## src/hdl/l2n_pkg.sv

```systemverilog
// Package for the L2 norm block: widths, queue entry and sequencer state types.
`default_nettype none
package l2n_pkg;

  localparam int ELEM_W  = 24;               // element width, Q8.16 signed
  localparam int SQ_W    = 2 * ELEM_W;       // exact square of a magnitude
  localparam int SUM_W   = 64;               // sum of squares, Q32.32
  localparam int NORM_W  = SUM_W / 2;        // root width, Q16.16 unsigned
  localparam int REM_W   = NORM_W + 2;       // partial remainder of the root
  localparam int CNT_W   = $clog2(NORM_W);   // root digit counter
  localparam int Q_DEPTH = 2;                // finished vectors held for the root
  localparam int QPTR_W  = $clog2(Q_DEPTH);
  localparam int QCNT_W  = $clog2(Q_DEPTH + 1);

  // One finished vector waiting for its root
  typedef struct packed {
    logic             sat;
    logic [SUM_W-1:0] sum;
  } vec_sum_t;

  // Queue status towards both sides
  typedef struct packed {
    logic full;
    logic empty;
  } q_stat_t;

  // Root sequencer states
  typedef enum logic [1:0] {
    RT_IDLE,
    RT_CALC,
    RT_HOLD
  } rt_state_t;

endpackage
`default_nettype wire

```

## src/hdl/l2n_front.sv

```systemverilog
// Front part: square each element and accumulate the saturating sum of squares.
`default_nettype none
module l2n_front (
  input  wire logic                       clk,
  input  wire logic                       rst_n,
  input  wire logic                       in_valid,
  output logic                            in_stall,
  input  wire logic [l2n_pkg::ELEM_W-1:0] in_element,
  input  wire logic                       in_last,
  input  wire l2n_pkg::q_stat_t           q_stat,
  output logic                            q_push,
  output l2n_pkg::vec_sum_t               q_wdata
);

  logic [l2n_pkg::ELEM_W-1:0] mag;
  logic [l2n_pkg::SQ_W-1:0]   sq_r;
  logic                       sq_vld_r;
  logic                       sq_last_r;
  logic [l2n_pkg::SUM_W-1:0]  sum_r;
  logic [l2n_pkg::SUM_W-1:0]  sum_nxt;
  logic                       sat_r;
  logic                       sat_nxt;
  logic [l2n_pkg::SUM_W:0]    sum_add;
  logic                       blocked;

  // Take the magnitude; the most negative code maps onto itself, read unsigned
  always_comb begin
    if (in_element[l2n_pkg::ELEM_W-1]) begin
      mag = ~in_element + l2n_pkg::ELEM_W'(1);
    end else begin
      mag = in_element;
    end
  end

  // Add with saturation at the top of the range
  always_comb begin
    sum_add = {1'b0, sum_r} + {{(l2n_pkg::SUM_W - l2n_pkg::SQ_W + 1){1'b0}}, sq_r};
    if (sum_add[l2n_pkg::SUM_W]) begin
      sum_nxt = {l2n_pkg::SUM_W{1'b1}};
    end else begin
      sum_nxt = sum_add[l2n_pkg::SUM_W-1:0];
    end
    sat_nxt = sat_r | sum_add[l2n_pkg::SUM_W];
  end

  // Hold the square stage while a finished vector has no queue slot
  assign blocked  = sq_vld_r & sq_last_r & q_stat.full;
  assign in_stall = blocked;
  assign q_push   = sq_vld_r & sq_last_r & ~blocked;
  assign q_wdata  = '{sat: sat_nxt, sum: sum_nxt};

  // Square stage
  always_ff @(posedge clk) begin
    if (!rst_n) begin
      sq_vld_r <= 1'b0;
    end else if (!blocked) begin
      sq_vld_r <= in_valid;
    end
  end

  always_ff @(posedge clk) begin
    if (!blocked && in_valid) begin
      sq_r      <= l2n_pkg::SQ_W'(mag) * l2n_pkg::SQ_W'(mag);
      sq_last_r <= in_last;
    end
  end

  // Accumulate; clear at the end of a vector
  always_ff @(posedge clk) begin
    if (!rst_n) begin
      sum_r <= '0;
      sat_r <= 1'b0;
    end else if (sq_vld_r && !blocked) begin
      if (sq_last_r) begin
        sum_r <= '0;
        sat_r <= 1'b0;
      end else begin
        sum_r <= sum_nxt;
        sat_r <= sat_nxt;
      end
    end
  end

  // A saturated sum stays pinned at the top until the vector ends
  a_sat_pins_sum: assert property (@(posedge clk) disable iff (!rst_n)
    sat_r |-> (sum_r == {l2n_pkg::SUM_W{1'b1}}))
    else $error("saturated flag set but sum not at full scale");

endmodule
`default_nettype wire

```

## src/hdl/l2n_fifo.sv

```systemverilog
// Short queue of finished sums between the front and the root unit.
`default_nettype none
module l2n_fifo (
  input  wire logic              clk,
  input  wire logic              rst_n,
  input  wire logic              push,
  input  wire l2n_pkg::vec_sum_t wdata,
  input  wire logic              pop,
  output l2n_pkg::vec_sum_t      rdata,
  output l2n_pkg::q_stat_t       stat
);

  l2n_pkg::vec_sum_t           mem_r [l2n_pkg::Q_DEPTH];
  logic [l2n_pkg::QPTR_W-1:0]  wptr_r;
  logic [l2n_pkg::QPTR_W-1:0]  rptr_r;
  logic [l2n_pkg::QCNT_W-1:0]  cnt_r;

  assign stat.full  = (cnt_r == l2n_pkg::QCNT_W'(l2n_pkg::Q_DEPTH));
  assign stat.empty = (cnt_r == '0);
  assign rdata      = mem_r[rptr_r];

  // Write the entry
  always_ff @(posedge clk) begin
    if (push) begin
      mem_r[wptr_r] <= wdata;
    end
  end

  // Advance pointers and fill count
  always_ff @(posedge clk) begin
    if (!rst_n) begin
      wptr_r <= '0;
      rptr_r <= '0;
      cnt_r  <= '0;
    end else begin
      if (push) begin
        wptr_r <= wptr_r + l2n_pkg::QPTR_W'(1);
      end
      if (pop) begin
        rptr_r <= rptr_r + l2n_pkg::QPTR_W'(1);
      end
      if (push && !pop) begin
        cnt_r <= cnt_r + l2n_pkg::QCNT_W'(1);
      end else if (pop && !push) begin
        cnt_r <= cnt_r - l2n_pkg::QCNT_W'(1);
      end
    end
  end

  a_no_push_full: assert property (@(posedge clk) disable iff (!rst_n)
    push |-> !stat.full)
    else $error("push into a full queue");

  a_no_pop_empty: assert property (@(posedge clk) disable iff (!rst_n)
    pop |-> !stat.empty)
    else $error("pop from an empty queue");

endmodule
`default_nettype wire

```

## src/hdl/l2n_sqrt.sv

```systemverilog
// Back part: digit-by-digit floor square root and the result output register.
`default_nettype none
module l2n_sqrt (
  input  wire logic                        clk,
  input  wire logic                        rst_n,
  input  wire l2n_pkg::q_stat_t            q_stat,
  input  wire l2n_pkg::vec_sum_t           q_rdata,
  output logic                             q_pop,
  output logic                             out_valid,
  input  wire logic                        out_stall,
  output logic [l2n_pkg::NORM_W-1:0]       out_norm,
  output logic                             out_overflow
);

  l2n_pkg::rt_state_t           state_r;
  l2n_pkg::rt_state_t           state_nxt;
  logic [l2n_pkg::SUM_W-1:0]    x_r;
  logic [l2n_pkg::REM_W-1:0]    rem_r;
  logic [l2n_pkg::NORM_W-1:0]   root_r;
  logic [l2n_pkg::CNT_W-1:0]    cnt_r;
  logic                         sat_r;
  logic [l2n_pkg::REM_W-1:0]    rem_sh;
  logic [l2n_pkg::REM_W-1:0]    trial;
  logic                         ge;
  logic                         load_out;
  logic                         out_valid_r;
  logic [l2n_pkg::NORM_W-1:0]   out_norm_r;
  logic                         out_overflow_r;

  // One root digit: bring down two bits, try subtracting 4*root+1
  always_comb begin
    rem_sh = {rem_r[l2n_pkg::REM_W-3:0], x_r[l2n_pkg::SUM_W-1 -: 2]};
    trial  = {root_r, 2'b01};
    ge     = (rem_sh >= trial);
  end

  // Next state
  always_comb begin
    state_nxt = state_r;
    unique case (state_r)
      l2n_pkg::RT_IDLE: if (!q_stat.empty) state_nxt = l2n_pkg::RT_CALC;
      l2n_pkg::RT_CALC: if (cnt_r == '0)   state_nxt = l2n_pkg::RT_HOLD;
      l2n_pkg::RT_HOLD: if (!out_valid_r || !out_stall) state_nxt = l2n_pkg::RT_IDLE;
      default:          state_nxt = l2n_pkg::RT_IDLE;
    endcase
  end

  // Sequencer outputs
  always_comb begin
    q_pop    = 1'b0;
    load_out = 1'b0;
    unique case (state_r)
      l2n_pkg::RT_IDLE: q_pop    = ~q_stat.empty;
      l2n_pkg::RT_CALC: ;
      l2n_pkg::RT_HOLD: load_out = ~out_valid_r | ~out_stall;
      default: ;
    endcase
  end

  always_ff @(posedge clk) begin
    if (!rst_n) begin
      state_r <= l2n_pkg::RT_IDLE;
    end else begin
      state_r <= state_nxt;
    end
  end

  // Load a sum, then iterate one root bit per cycle
  always_ff @(posedge clk) begin
    if (q_pop) begin
      x_r    <= q_rdata.sum;
      sat_r  <= q_rdata.sat;
      rem_r  <= '0;
      root_r <= '0;
      cnt_r  <= l2n_pkg::CNT_W'(l2n_pkg::NORM_W - 1);
    end else if (state_r == l2n_pkg::RT_CALC) begin
      x_r    <= {x_r[l2n_pkg::SUM_W-3:0], 2'b00};
      rem_r  <= ge ? (rem_sh - trial) : rem_sh;
      root_r <= {root_r[l2n_pkg::NORM_W-2:0], ge};
      cnt_r  <= cnt_r - l2n_pkg::CNT_W'(1);
    end
  end

  // Output word register
  always_ff @(posedge clk) begin
    if (!rst_n) begin
      out_valid_r <= 1'b0;
    end else if (load_out) begin
      out_valid_r <= 1'b1;
    end else if (!out_stall) begin
      out_valid_r <= 1'b0;
    end
  end

  always_ff @(posedge clk) begin
    if (load_out) begin
      out_norm_r     <= root_r;
      out_overflow_r <= sat_r;
    end
  end

  assign out_valid    = out_valid_r;
  assign out_norm     = out_norm_r;
  assign out_overflow = out_overflow_r;

  // Partial remainder never exceeds twice the partial root
  a_rem_bound: assert property (@(posedge clk) disable iff (!rst_n)
    (state_r == l2n_pkg::RT_CALC) |-> (rem_r <= {1'b0, root_r, 1'b0}))
    else $error("root remainder out of range");

  a_calc_runs: assert property (@(posedge clk) disable iff (!rst_n)
    (state_r == l2n_pkg::RT_CALC && cnt_r != '0) |=> (state_r == l2n_pkg::RT_CALC))
    else $error("root iteration left early");

endmodule
`default_nettype wire

```

## src/hdl/vector_l2_norm_core.sv

```systemverilog
// Top level of the L2 norm block: front, queue and root unit.
//
// Usage:
//   Input channel (in_valid / in_stall / in_element / in_last) takes one
//   signed Q8.16 element per cycle unless stalled. Each element is squared
//   and added to a 64-bit sum of squares that saturates at full scale and
//   sets a flag. An element with in_last high ends the vector: its sum and
//   flag go into a two-entry queue and the accumulator clears for the next
//   vector. Result channel (out_valid / out_stall / out_norm / out_overflow)
//   gives one word per vector: the floor square root (Q16.16) and the flag.
// Timing:
//   Elements are taken at one per cycle while in_stall is low. The root
//   unit produces one root bit per cycle and pops a new sum from the
//   queue only once the previous result is loaded into the output register.
//   Vectors that end faster than roots are done fill the queue, and
//   in_stall then rises while a last element waits for a slot.
// Reset and stall:
//   rst_n (synchronous, active low) clears the sum, the flag, the queue and
//   the output register. While out_stall is high the result word holds; the
//   root unit and the queue keep the following vectors meanwhile.
`default_nettype none
module vector_l2_norm_core (
  input  wire logic                        clk,
  input  wire logic                        rst_n,
  input  wire logic                        in_valid,
  output logic                             in_stall,
  input  wire logic [l2n_pkg::ELEM_W-1:0]  in_element,
  input  wire logic                        in_last,
  output logic                             out_valid,
  input  wire logic                        out_stall,
  output logic [l2n_pkg::NORM_W-1:0]       out_norm,
  output logic                             out_overflow
);

  l2n_pkg::q_stat_t  q_stat;
  l2n_pkg::vec_sum_t q_wdata;
  l2n_pkg::vec_sum_t q_rdata;
  logic              q_push;
  logic              q_pop;

  l2n_front u_front (
    .clk        (clk),
    .rst_n      (rst_n),
    .in_valid   (in_valid),
    .in_stall   (in_stall),
    .in_element (in_element),
    .in_last    (in_last),
    .q_stat     (q_stat),
    .q_push     (q_push),
    .q_wdata    (q_wdata)
  );

  l2n_fifo u_fifo (
    .clk   (clk),
    .rst_n (rst_n),
    .push  (q_push),
    .wdata (q_wdata),
    .pop   (q_pop),
    .rdata (q_rdata),
    .stat  (q_stat)
  );

  l2n_sqrt u_sqrt (
    .clk          (clk),
    .rst_n        (rst_n),
    .q_stat       (q_stat),
    .q_rdata      (q_rdata),
    .q_pop        (q_pop),
    .out_valid    (out_valid),
    .out_stall    (out_stall),
    .out_norm     (out_norm),
    .out_overflow (out_overflow)
  );

endmodule
`default_nettype wire
```

## config.mk

```make
export PLATFORM = sky130hd
export DESIGN_NAME = vector_l2_norm_core
export DESIGN_NICKNAME = d
export VERILOG_FILES = /design/src/hdl/l2n_pkg.sv /design/src/hdl/l2n_front.sv /design/src/hdl/l2n_fifo.sv /design/src/hdl/l2n_sqrt.sv /design/src/hdl/vector_l2_norm_core.sv
export SDC_FILE = /design/constraint.sdc
export NUM_CORES = 2
export LEC_CHECK = 0
export ABC_AREA = 1
export BUFFER_PORTS_ARGS = -buffer_cell sky130_fd_sc_hd__clkbuf_2
export CORE_ASPECT_RATIO = 2
export CORE_MARGIN = 2
export CORE_UTILIZATION = 65
export CTS_BUF_LIST = sky130_fd_sc_hd__clkbuf_8 sky130_fd_sc_hd__clkbuf_16
export DETAILED_ROUTE_END_ITERATION = 16
export PLACE_DENSITY_LB_ADDON = 0.15
export RECOVER_POWER = 100
export SKIP_LAST_GASP = 1
export SYNTH_ARGS = -nofsm -noshare
export SYNTH_HDL_FRONTEND = slang
export SYNTH_SLANG_ARGS = --single-unit
```

## constraint.sdc

```tcl
create_clock -name clk -period 10.9 [get_ports clk]
set_input_delay 1.635 -clock clk [delete_from_list [all_inputs] [get_ports clk]]
set_output_delay 1.635 -clock clk [all_outputs]
set_load 0.01 [all_outputs]
```

==> metrics.txt <==
status finished with violations; failing checks max-capacitance violations, max-slew violations; DRT iter0 DRCs 1,716; data required time of the critical path 11,230 ps; DIE HEIGHT 357 um; Synth Register Bits 419; Post-CTS Resized 0; post-route ant nets 0; Hold Path Class reg2reg; clock-pin slew on the worst setup and hold paths 70 ps; fmax 0.0993 GHz; most frequent cells after synthesis nand2_1, inv_1, nor2_1, fa_1, edfxtp_1; wire per inst 21.3 um; Fin Setup TNS 0 ps; CTS HTree Levels 2; crit path DAT 10,400 ps; prevailing post-synth register cell edfxtp_1; Worst-Skew Late Latency 580 ps; final hold violations 0; EDFF count, synth 276; GRT Total Usage 39.3%; most frequent cell after synthesis nand2_1; Mean Syn Cell Area 8.19 um^2; Slew headroom -174%; post-synth cell types 60; clk buf depth 3; Synth Cell Area 40,500 um^2; crit path time final 10,070 ps; Starting Density 65.6%; fin. max-slew vios 693; WL final 124 mm; first-pass GRT wire length 190 mm; critical path's largest stage delay 750 ps; hold depth 0; largest net degree at the start of global routing 69; Worst setup EP type flip-flop; sequential share of the synthesized area 27.5%; Port Buf Inserts 63; Via density 5.61; GRT Residual Overflow 0; max capacitance violation total 15; clk root buf clkbuf_16; reg2reg path depth 15; vias in the first global route 35,200; Core Rows 129; DRC errors left 0; Core Region 61,800 um^2; area leader, netlist fa_1; Net count, final 5,713; Die ar. 64,500 um^2; Antenna diodes 0; Max Clock Skew 20.0 ps; Synth area leaders fa_1, edfxtp_1, nand2_1; Placement Setup Slack 566 ps; Critical-path top delay cell nor4_1; startpoint class of the critical path primary input; slew of the pin with the lowest slew margin 4120 ps; Detail Placement HPWL 101 mm; layout cells sized above 1 5.75%; DR pass1 iterations 5; Yosys top cell area share 21.2%; final RePlAce weighted congestion 1.03; filler cell count 5,232; Post-synth ARST share 0%; CTS buffer count 36; yosys warns 0; Tcrit/Tclk final 92.4%; Chip Width 181 um; Layout area overhead 4.13%; clock sinks 419; CP Class in2reg; Final setup viols 0; # IOs 64; RSZ-0062 raised after global routing false; CTS tree yes; Mapped Cells 4,950; number of antenna violations at the first check in global routing 0; Post-CTS Setup Bufs 0; CP Max Fanout 17; final worst slack 826 ps; DR vias 32,600; hold_buf cts 0; Crit path top cell by count inv_1
-- worst max-delay path, delay by kind of cell --
family / cells / cell delay (ps)
xor+xnor: 1 / 80
compound gates: 1 / 110
buf+inv: 10 / 1200
simple gates: 13 / 3160
fa+ha+maj: 9 / 4160
-- stage by stage --
stage               util, %  area [um^2]  cells  hold slack (ps)
global placement       67.4        41700   5749              411
floorplan                 -        40600   4967              400
CTS                    69.3        42900   5815              433
detailed placement     67.4        41700   5749              415
global route           68.3        42200   5815              441
finish                 68.3        42200   5815              436
-- metal layers --
metal | vias to the layer above | track usage (%) | wire [um]
met4 | 0 | 43.0 | 17000
met2 | 1191 | 73.4 | 64800
met3 | 685 | 5.80 | 5980
li1 | 15300 | - | -
met1 | 15500 | 33.4 | 36200
met5 | - | 0 | 0
-- area by class of cell --
| type | count | area [um^2] | area share [%] |
|---|---|---|---|
| Sequential cell | 419 | 11200 | 26.4 |
| Tap cell | 786 | 983 | 2.33 |
| Clock buffer | 38 | 951 | 2.25 |
| Clock inverter | 28 | 226 | 0.536 |
| Timing Repair Buffer | 110 | 553 | 1.31 |
| Multi-Input combinational cell | 3348 | 24300 | 57.5 |
| Inverter | 1086 | 4080 | 9.66 |
-- state kept, by name, summed over array words and instances (netlist names), 2 cells and up, named ones only --
register / cells
u_sqrt.x_r: 64
u_sqrt.root_r: 32
u_sqrt.out_norm: 32
u_sqrt.state_r: 2
u_sqrt.rem_r: 32
u_front.sq_r: 47
u_fifo.mem_r: 130
u_front.sum_r: 64
u_fifo.cnt_r: 2
u_sqrt.cnt_r: 5
-- placed cells by master, fill, tap and decap left out, types with 15 or more instances in the layout --
cell type,netlist,final
xor2_1,71,71
inv_2,34,33
fa_1,429,429
a21oi_2,59,26
o22ai_1,31,31
a31oi_1,65,65
ha_1,254,254
nand2_4,35,34
clkbuf_1,55,56
nand3b_1,31,32
clkbuf_2,0,25
buf_4,10,29
edfxtp_1,276,276
o21ai_0,73,76
nand4_1,30,30
nor3_1,25,25
dfxtp_1,143,143
clkbuf_16,0,38
a21oi_1,151,184
nor4_1,15,15
conb_1,2,19
nand2_2,43,39
inv_1,1048,1048
nand3_1,142,167
nor2_1,438,436
nand2_1,1278,1284
xnor2_1,30,30
-- final timing paths --
kind,to,startpoint,slack [ps]
worst max-delay path,u_front.sq_r[41],in_element[0],830
worst min-delay path,u_sqrt.out_norm[21],u_sqrt.root_r[21],440
worst max register to register,u_front.sum_r[44],u_front.sq_r[0],2510
worst min register to register,u_sqrt.out_norm[21],u_sqrt.root_r[21],440
-- cell families after synthesis --
kind of cell	Yosys count	share of synthesized area [%]
simple gates	2114	23.1
xor+xnor	103	2.29
compound gates	429	6.47
flops	419	27.5
fa+ha+maj	683	29.0
buf+inv	1200	11.6
other cells	2	0.0185
Power is not shown: default switching activity piles up to over one toggle a cycle in this logic, so the estimate is an artifact.
